## config.mk

```make
export PLATFORM = sky130hd
export DESIGN_NAME = wsr_ctrl
export DESIGN_NICKNAME = d
export VERILOG_FILES = /design/src/rtl/wsr_pkg.sv /design/src/rtl/wsr_ctrl.sv
export SDC_FILE = /design/constraint.sdc
export NUM_CORES = 1
export LEC_CHECK = 0
export ABC_AREA = 1
export BUFFER_PORTS_ARGS = -buffer_cell sky130_fd_sc_hd__buf_2
export CORE_MARGIN = 2
export CORE_UTILIZATION = 33
export DETAILED_ROUTE_END_ITERATION = 16
export GPL_TIMING_DRIVEN = 0
export MAX_ROUTING_LAYER = met4
export SLEW_MARGIN = 5
export SYNTH_ARGS = -nofsm -noshare
export SYNTH_HDL_FRONTEND = slang
export SYNTH_SLANG_ARGS = --single-unit
```

## constraint.sdc

```tcl
create_clock -name clk -period 1.8 [get_ports clk]
set_clock_uncertainty 0.15 [all_clocks]
set_input_delay 0.18 -clock clk [delete_from_list [all_inputs] [get_ports clk]]
set_output_delay 0.18 -clock clk [all_outputs]
set_load 0.1 [all_outputs]
```

## src/rtl/wsr_pkg.sv

```systemverilog
// Package for the weighted softmax row block: shared types and constants.
// No dependencies.
package wsr_pkg;

    localparam logic [31:0] EXP_NEG_ONE_Q32 = 32'd1580030169;
    localparam logic [32:0] ONE_Q32 = 33'h1_0000_0000;
    localparam int SERIES_TERMS = 13;

    localparam logic [1:0] STATUS_OK = 2'd0;
    localparam logic [1:0] STATUS_ZERO = 2'd1;
    localparam logic [1:0] STATUS_OVFL = 2'd2;

    // controller to datapath commands
    typedef struct packed {
        logic store;       // write incoming item into the row buffer
        logic clr_row;     // reset count, max and overflow flag
        logic clr_sum;     // clear the running sum
        logic ld_item;     // load gap of item at walk index
        logic ser_start;   // start divide of one series term
        logic ser_step;    // three quotient bits of a series term
        logic ser_done;    // clamp series result
        logic pow_step;    // one multiply by exp(-1)
        logic val_mul;     // form weighted value, add to sum
        logic div_start;   // start share division
        logic div_step;    // one quotient bit
        logic idx_clr;     // clear walk index
        logic idx_inc;     // advance walk index
    } wsr_cmd_t;

    // datapath to controller status
    typedef struct packed {
        logic ser_last;    // last series term reached
        logic tdiv_last;   // last quotient group of a series term
        logic pow_more;    // integer exponent still pending
        logic big_gap;     // gap of 32 or more: exp is zero
        logic walk_last;   // walk index at final stored item
        logic row_empty;   // no stored items
        logic div_last;    // last quotient bit
        logic sum_zero;    // total is zero
    } wsr_sts_t;

endpackage

```

## src/rtl/wsr_ctrl.sv

```systemverilog
// Controller of the weighted softmax row block: sequences load, exp walk,
// division walk and output. Depends on wsr_pkg.
module wsr_ctrl (
    input  logic              clk,
    input  logic              rst_n,
    input  logic              in_fire,
    input  logic              in_last,
    output logic              in_ready,
    output logic              out_valid,
    input  logic              out_ready,
    output wsr_pkg::wsr_cmd_t cmd,
    input  wsr_pkg::wsr_sts_t sts
);
    typedef enum logic [10:0] {
        S_LOAD  = 11'b000_0000_0001,
        S_RD    = 11'b000_0000_0010,
        S_GAP   = 11'b000_0000_0100,
        S_SER   = 11'b000_0000_1000,
        S_TDV   = 11'b000_0001_0000,
        S_POW   = 11'b000_0010_0000,
        S_VAL   = 11'b000_0100_0000,
        S_DRD   = 11'b000_1000_0000,
        S_DST   = 11'b001_0000_0000,
        S_DIV   = 11'b010_0000_0000,
        S_OUT   = 11'b100_0000_0000
    } state_t;

    state_t state_reg, state_next;

    always_ff @(posedge clk or negedge rst_n)
    begin
        if (!rst_n)
            state_reg <= S_LOAD;
        else
            state_reg <= state_next;
    end

    // next state and commands
    always_comb
    begin
        state_next = state_reg;
        cmd = '0;
        in_ready = 1'b0;
        out_valid = 1'b0;
        unique case (state_reg)
            S_LOAD:
            begin
                in_ready = 1'b1;
                if (in_fire)
                begin
                    cmd.store = 1'b1;
                    if (in_last)
                    begin
                        cmd.idx_clr = 1'b1;
                        cmd.clr_sum = 1'b1;
                        state_next = S_RD;
                    end
                end
            end
            S_RD:
                state_next = sts.row_empty ? S_LOAD : S_GAP;
            S_GAP:
            begin
                cmd.ld_item = 1'b1;
                state_next = S_SER;
            end
            S_SER:
            begin
                cmd.ser_start = 1'b1;
                state_next = S_TDV;
            end
            S_TDV:
            begin
                cmd.ser_step = 1'b1;
                if (sts.tdiv_last)
                    state_next = sts.ser_last ? S_POW : S_SER;
            end
            S_POW:
            begin
                cmd.ser_done = 1'b1;
                state_next = S_VAL;
            end
            S_VAL:
            begin
                if (sts.pow_more)
                    cmd.pow_step = 1'b1;
                else
                begin
                    cmd.val_mul = 1'b1;
                    if (sts.walk_last)
                    begin
                        cmd.idx_clr = 1'b1;
                        state_next = S_DRD;
                    end
                    else
                    begin
                        cmd.idx_inc = 1'b1;
                        state_next = S_RD;
                    end
                end
            end
            S_DRD:
                state_next = S_DST;
            S_DST:
            begin
                cmd.div_start = 1'b1;
                state_next = S_DIV;
            end
            S_DIV:
            begin
                cmd.div_step = 1'b1;
                if (sts.div_last)
                    state_next = S_OUT;
            end
            S_OUT:
            begin
                out_valid = 1'b1;
                if (out_ready)
                begin
                    if (sts.walk_last)
                    begin
                        cmd.clr_row = 1'b1;
                        state_next = S_LOAD;
                    end
                    else
                    begin
                        cmd.idx_inc = 1'b1;
                        state_next = S_DRD;
                    end
                end
            end
            default:
                state_next = S_LOAD;
        endcase
        if (state_reg == S_RD && sts.row_empty)
            cmd.clr_row = 1'b1;
    end

endmodule

```

## After elaboration in Yosys (flattened, before gate mapping)

Index checks and enable logic that the tools add are counted.
W data, S select, Z words.

- Eq/ne operators: 17
- Multiplexer cells: 36
- Reductions and logical operators: 2

Operators with widths:

| operator | number |
|---|---|
| $pmux W11 S11 | 1 |
| $mux W11 | 6 |
| $mux W1 | 21 |
| $mux W8 | 2 |
| $ne A2 B2 Y1 const B | 6 |
| $eq A11 B1 Y1 const B | 1 |
| $eq A11 B10 Y1 const B | 1 |
| $eq A11 B11 Y1 const B | 1 |
| $eq A11 B2 Y1 const B | 1 |
| $eq A11 B3 Y1 const B | 1 |
| $eq A11 B4 Y1 const B | 1 |
| $eq A11 B5 Y1 const B | 1 |
| $eq A11 B6 Y1 const B | 1 |
| $eq A11 B7 Y1 const B | 1 |
| $eq A11 B8 Y1 const B | 1 |
| $eq A11 B9 Y1 const B | 1 |
| $mux W6 | 1 |
| $reduce_and A6 Y1 | 1 |
| $mux W2 | 2 |
| $pmux W1 S2 | 2 |
| $mux W3 | 1 |
| $logic_and A1 B1 Y1 | 1 |

- Bits in registers: 11
- Input port bits: 13

## Depth between registers and ports, before layout

Gate-level depths: netlist (run 1).

- Word-level depth: 4
- Mapped depth: 11
- Gate-level depth less buffers: 11

## Worst setup path before layout (run 1)

No wires, ideal clock.

- Path kind: flip-flop to output port
- From: reg state_reg[4]
- To: out cmd[0] in the netlist's numbering
- Data arrival time: 3.781 ns
- Slack: -2.311 ns
- Cell stages (with the launch flop): 8
- Cell sequence: dfrtp_1 nor2_2 nand2_2 nor2_4 nand2_1 inv_1 nand2_1 o21ai_0

RTL lines:

| element | RTL line | RTL |
|---|---|---|
| start: declaration | wsr_ctrl.sv:28 | `state_t state_reg, state_next;` |
| start signal: assignment | wsr_ctrl.sv:35 | `state_reg <= state_next;` |
| end: declaration | wsr_ctrl.sv:11 | `output wsr_pkg::wsr_cmd_t cmd,` |

==> flow_summary.toml, run 1 <==
[min_path]
worstHoldPathType = "in -> reg"

[critical_path]
cp_max_fo = 5
cp.arrival_ns = 1.73
worstSetupStartpointType = "flop"
path_class = "reg -> out"
end_kind = "output pin"
worst_ep_required_time_ns = 1.47

[floorplanning]
die_h_um = 53.5
row_count = 17
ios = 28
initial_core_util_pct = 35.8
coreArea_sq_um = 2250
dieArea_sq_um = 2860
die_w_um = 53.5

[place]
dp_slack_ns = -0.242
io_buffers = 25
placedCellCount = 178
hpwlAfterDp_um = 1670
gp_congestion = 0.795

[outcome]
violations = "negative setup slack"
status = "finished with violations"

[synthesis]
syn_avg_cell_area_sq_um = 6.46
ys_seq_area_share_pct = 34.3
synth-main-ff-cell = "dfrtp_1"
synth_warnings = 0
synth_area_leaders = "dfrtp_1 31%, nand2_1 13%, inv_1 12%"
synth.distinct_cells = 19
ys_ff_latch = 11
syn_area_sq_um = 807
synth_edf_count = 0
yosysMostFrequentCell = "nand2_1"
synth.top_cells.by_count = "29 x nand2_1, 26 x inv_1, 18 x nor2_1, 11 x nand3_1, 10 x dfrtp_1"
ys_async_sr_fraction_pct = 100
syn_inst = 125
syn_nets = 138
synth_area_leader_cell = "dfrtp_1"
yosys.area.top_type_share_pct = 31.0

[timing]
rsz0062_at_grt = "yes"
setup_viol = 21
hold_violations = 0
setup_ws_ns = -0.260
period_needed_ns = 2.06
finalSetupTns_ns = -3.22
fmax_ghz = 0.485
maxSlewHeadroom_pct = 78.3
tightest_slew_ns = 0.324
final-max-slew-violation-count = 0
timing.final.crit_share_pct = 114

[power_and_ir_drop]
ir_drop_mv = 1.44
power.leakage_nw = 0.877
cellPowerDensity_nw_per_um2 = 1090

[final_layout]
antenna_cells = 0
largest_reg_flops = 11
multi_input_area_sq_um = 618
final_cells = 214
layout-drive-gt1-share_pct = 59.7
fill_cells = 160
regArea_sq_um = 277
syn_to_final_growth_pct = 111
num-nets-final = 200

[grt]
grt_max_degree = 12
grt_use_total_pct = 23.3
grt_pass1_wl_um = 4610
antenna_found_initial = 0
grt_pass1_vias = 1070
grt_remaining_overflow = 0

[routing]
via_per_inst = 4.97
drtAntennaViolNets = 0
wirelength_um = 3110
wl_per_cell_um = 14.5
drc = 0
vias = 1064
dr.pass1.iters = 4
drt_iter0_drc = 26

[cts]
path_clk_slew_ns = 0.08
clk_path_buf_depth = 2
cts-htree-levels = 1
root_buffer = "clkbuf_4"
insertion_delay_ns = 0.28
cts_buffers = 3
clkSinkCount = 11
cts_tree = "yes"

[job]
cap_violations = 0
-- cells by family after synthesis --
| group | synth area share [%] |
|---|---|
| buffers and inverters | 12.6 |
| AND/OR/NAND/NOR | 45.9 |
| flip-flops | 34.3 |
| AO/OA/AOI/OAI | 7.29 |
-- final cells by class --
cell class                 instances  area share, %
inverter                          27           7.35
timing repair buffer              57           36.5
sequential                        11           16.3
multi-input combinational         87           36.3
clock buffer                       4           1.54
tap                               28           2.06
-- per-stage QoR --
| stage | area, sq um | hold slack, ns | total power, mW | util (%) |
|---|---|---|---|---|
| after global routing | 1700 | 0.0945 | 1.93 | 75.5 |
| after global placement | 1070 | -0.0890 | 1.07 | 47.6 |
| after floorplan | 912 | -0.266 | 0.961 | - |
| after detailed placement | 1070 | -0.0819 | 1.08 | 47.6 |
| after CTS | 1580 | 0.0466 | 1.68 | 70.0 |
| final | 1700 | 0.0468 | 1.85 | 75.5 |
-- critical path: stages, from the launching register on --
cell and delay [ns]:
dfrtp_1 0.42, nor2_2 0.13, nand2_2 0.12, nor2_4 0.20
nand2_2 0.11, nor2_4 0.13, nand2_2 0.07, o21ai_4 0.07
buf_12 0.19
-- path summary, 6_finish.rpt --
path                              startpoint       endpoint  slack, ns  cells after the start
worst max-delay path            state_reg[2]         cmd[0]      -0.26                      8
worst min-delay path                  sts[6]   state_reg[4]       0.05                      4
worst max register to register  state_reg[0]  state_reg[10]      -0.17                     13
worst min register to register  state_reg[7]   state_reg[8]       0.45                      2
max in group asynchronous              rst_n   state_reg[0]       1.09                      2
min in group asynchronous              rst_n   state_reg[2]       0.14                      2
-- placed cells by master (no fill, tap or decap) --
master	count
o22ai_4	1
dfstp_2	1
o22ai_1	1
inv_2	2
buf_6	6
nor3_1	4
a21oi_2	3
clkbuf_4	3
nor2_1	7
o32ai_4	1
o21ai_4	1
inv_4	2
clkinvlp_4	5
o21ai_2	1
nor2_2	7
nand2_4	8
nor2_4	9
buf_12	15
nand2_2	10
or2_1	1
nor3_2	1
nand3_4	1
inv_1	18
nand3_2	1
buf_2	10
o21ai_1	1
clkbuf_1	1
dlygate4sd3_1	3
dfrtp_1	10
nand2_1	20
buf_4	23
nand3_1	9
-- repair_timing --
item / 4_1_cts / 5_1_grt
setup endpoints to repair: 17 / 21
setup buffers: 19 / 10
gates cloned: 0 / 0
hold buffers: 3 / 0
endpoints found under the hold margin: 13 / 0
pin swaps: 12 / 10
gates resized for setup: 85 / 14
-- where the power goes --
group	switching [mW]	leakage, nW	total [mW]	internal, mW
Clock	0.0931	0.0150	0.179	0.0859
Combinational	0.811	0.713	1.36	0.553
Sequential	0.0247	0.149	0.309	0.284
Total	0.928	0.877	1.85	0.923
-- routing by layer --
layer,up-vias,GRT usage (%),part of all wire (%),wire length [um]
met5,-,-,0,0
met1,506,23.8,37,1160
met2,48,45.3,56,1750
met3,6,1.13,4.2,130
li1,504,-,-,-
met4,0,9.83,2.1,65
No activity file was read; power rests on OpenSTA's default activity.
==> inputs of run 2 (changes only) <==
CELL_PAD_IN_SITES_DETAIL_PLACEMENT = 1   (was default)
CELL_PAD_IN_SITES_GLOBAL_PLACEMENT = 2   (was default)
CORE_UTILIZATION = 24   (was 33)
PLACE_DENSITY_LB_ADDON = 0.1   (was default)
==> flow_summary.toml, run 2 (synthesized netlist as in run 1, its figures left out) <==
[outcome]
status = "finished with violations"
violations = "negative setup slack"

[final_layout]
layout-drive-gt1-share_pct = 64.8
multi_input_area_sq_um = 688
syn_to_final_growth_pct = 138
num-nets-final = 210
regArea_sq_um = 277
final_cells = 242
final_common_cell = "buf_4"
antenna_cells = 0
fill_cells = 397
largest_reg_flops = 11
layout_common_cells = "27 x buf_4, 18 x inv_1, 18 x nand2_1, 17 x buf_12, 13 x nand2_4"
fin_area_sq_um = 1920

[cts]
cts_buffers = 3
clk_path_buf_depth = 2
cts_tree = "yes"
insertion_delay_ns = 0.29
path_clk_slew_ns = 0.09
root_buffer = "clkbuf_4"
clkSinkCount = 11
cts-htree-levels = 1

[floorplanning]
coreArea_sq_um = 3280
die_w_um = 62.0
row_count = 21
die_h_um = 62.0
initial_core_util_pct = 24.6
ios = 28
dieArea_sq_um = 3840

[critical_path]
cp_slowest_cell = "dfrtp_1"
worst_ep_required_time_ns = 1.47
worstSetupStartpointType = "flop"
endpoint = "cmd[0]"
cp_max_fo = 5
cp.arrival_ns = 1.72
rr_startpoint = "state_reg[4]"
crit_path_frequent_cell = "nand2_2"
rr_endpoint = "state_reg[0]"
critPathLaunch = "state_reg[2]"
r2r_slack_ns = -0.20
r2r_cells = 15
end_kind = "output pin"
slowest_delay_ns = 0.41
crit_chain = "nor2_2 -> nand2_2 -> nor2_4 -> nand2_2 -> nor2_4 -> nand2_2 -> o21ai_4 -> buf_12"
path_class = "reg -> out"

[power_and_ir_drop]
power.share.clock_pct = 9.6
power_switching_mw = 0.964
switching_share_pct = 49.0
ir_drop_mv = 1.00
power.leakage_nw = 0.958
p_int_mw = 1.00
seqPwrFrac_pct = 15.6
cellPowerDensity_nw_per_um2 = 1030
combPwrFrac_pct = 74.8

[routing]
drc = 0
via_per_inst = 4.33
vias = 1048
dr.pass1.iters = 4
drt_iter0_drc = 17
wirelength_um = 3400
wl_per_cell_um = 14.1
drtAntennaViolNets = 0

[timing]
period_needed_ns = 2.05
setup_viol = 21
holdWs_ns = 0.0365
maxSlewHeadroom_pct = 73.1
fmax_ghz = 0.488
timing.final.crit_share_pct = 114
rsz0062_at_grt = "yes"
setup_ws_ns = -0.248
final-max-slew-violation-count = 0
tightest_slew_ns = 0.403
hold_violations = 0

[grt]
grt_remaining_overflow = 0
grt_max_degree = 12
grt_pass1_wl_um = 5230
antenna_found_initial = 0
grt_pass1_vias = 1075
grt_use_total_pct = 19.9

[place]
hpwlAfterDp_um = 2080
dpl_cell_area_sq_um = 1090
io_buffers = 25
dp_slack_ns = -0.254
gp_congestion = 0.862
placedCellCount = 196

[min_path]
worstHoldPathType = "in -> reg"

[job]
cap_violations = 0
run 2: changes by cell type in the layout (fill, tap and decap cells not counted), sizes merged:
cell | before | now
clkinv | 0 | 1
buf | 54 | 64
inv | 22 | 21
run 2: final cells by class:
cell class / count / area share (%)
inverters: 27 / 6.92
repair buffers: 67 / 38.4
well taps: 46 / 3.00
flip-flops and latches: 11 / 14.4
multi-input cells: 87 / 35.9
clock buffers: 4 / 1.37
run 2: critical path: cells and delay by family, from the launching register on:
family	cells	cell delay [ns]
buffers and inverters	1	0.19
and+or+nand+nor	6	0.75
DFF	1	0.41
AOI/OAI and AO/OA	1	0.08
run 2: worst min-delay path by stage:
stage                     startpoint            end  slack, ns  cells after the start
after global routing          sts[1]   state_reg[9]       0.07                      4
after CTS                     sts[6]   state_reg[4]       0.03                      4
final                         sts[6]   state_reg[4]       0.04                      4
after floorplan                rst_n  state_reg[10]      -0.27                      0
after global placement         rst_n   state_reg[3]      -0.07                      1
after detailed placement       rst_n   state_reg[3]      -0.07                      1
run 2: per-stage QoR:
step | power (mW) | utilization, % | setup TNS, ns
after floorplan | 0.961 | - | -0.842
after global placement | 1.10 | 33.3 | -1.32
after detailed placement | 1.11 | 33.3 | -1.46
after CTS | 1.80 | 52.6 | -3.05
after global routing | 2.07 | 58.4 | -5.50
final | 1.97 | 58.4 | -3.73
run 2: power by group through the flow:
stage / registers [mW] / logic [mW] / clock network, mW
final: 0.307 / 1.47 / 0.188
after global routing: 0.309 / 1.56 / 0.204
after detailed placement: 0.309 / 0.800 / 0
after floorplan: 0.303 / 0.657 / 0
after global placement: 0.308 / 0.797 / 0
after CTS: 0.306 / 1.29 / 0.197
run 2: metal layers:
layer | vias up | global-route usage (%) | share of wire, %
met1 | 508 | 24.0 | 40
li1 | 522 | - | -
met2 | 14 | 34.1 | 56
met5 | - | - | 0
met4 | 0 | 4.56 | 1.1
met3 | 4 | 4.14 | 2.7
run 2: repair_timing:
item                                    CTS  global route
pin swaps                                 9             8
hold buffers                              3             0
buffers inserted                         28            12
endpoints found under the hold margin    13             0
endpoints found under the setup margin   20            22
gates resized for setup                  99            23
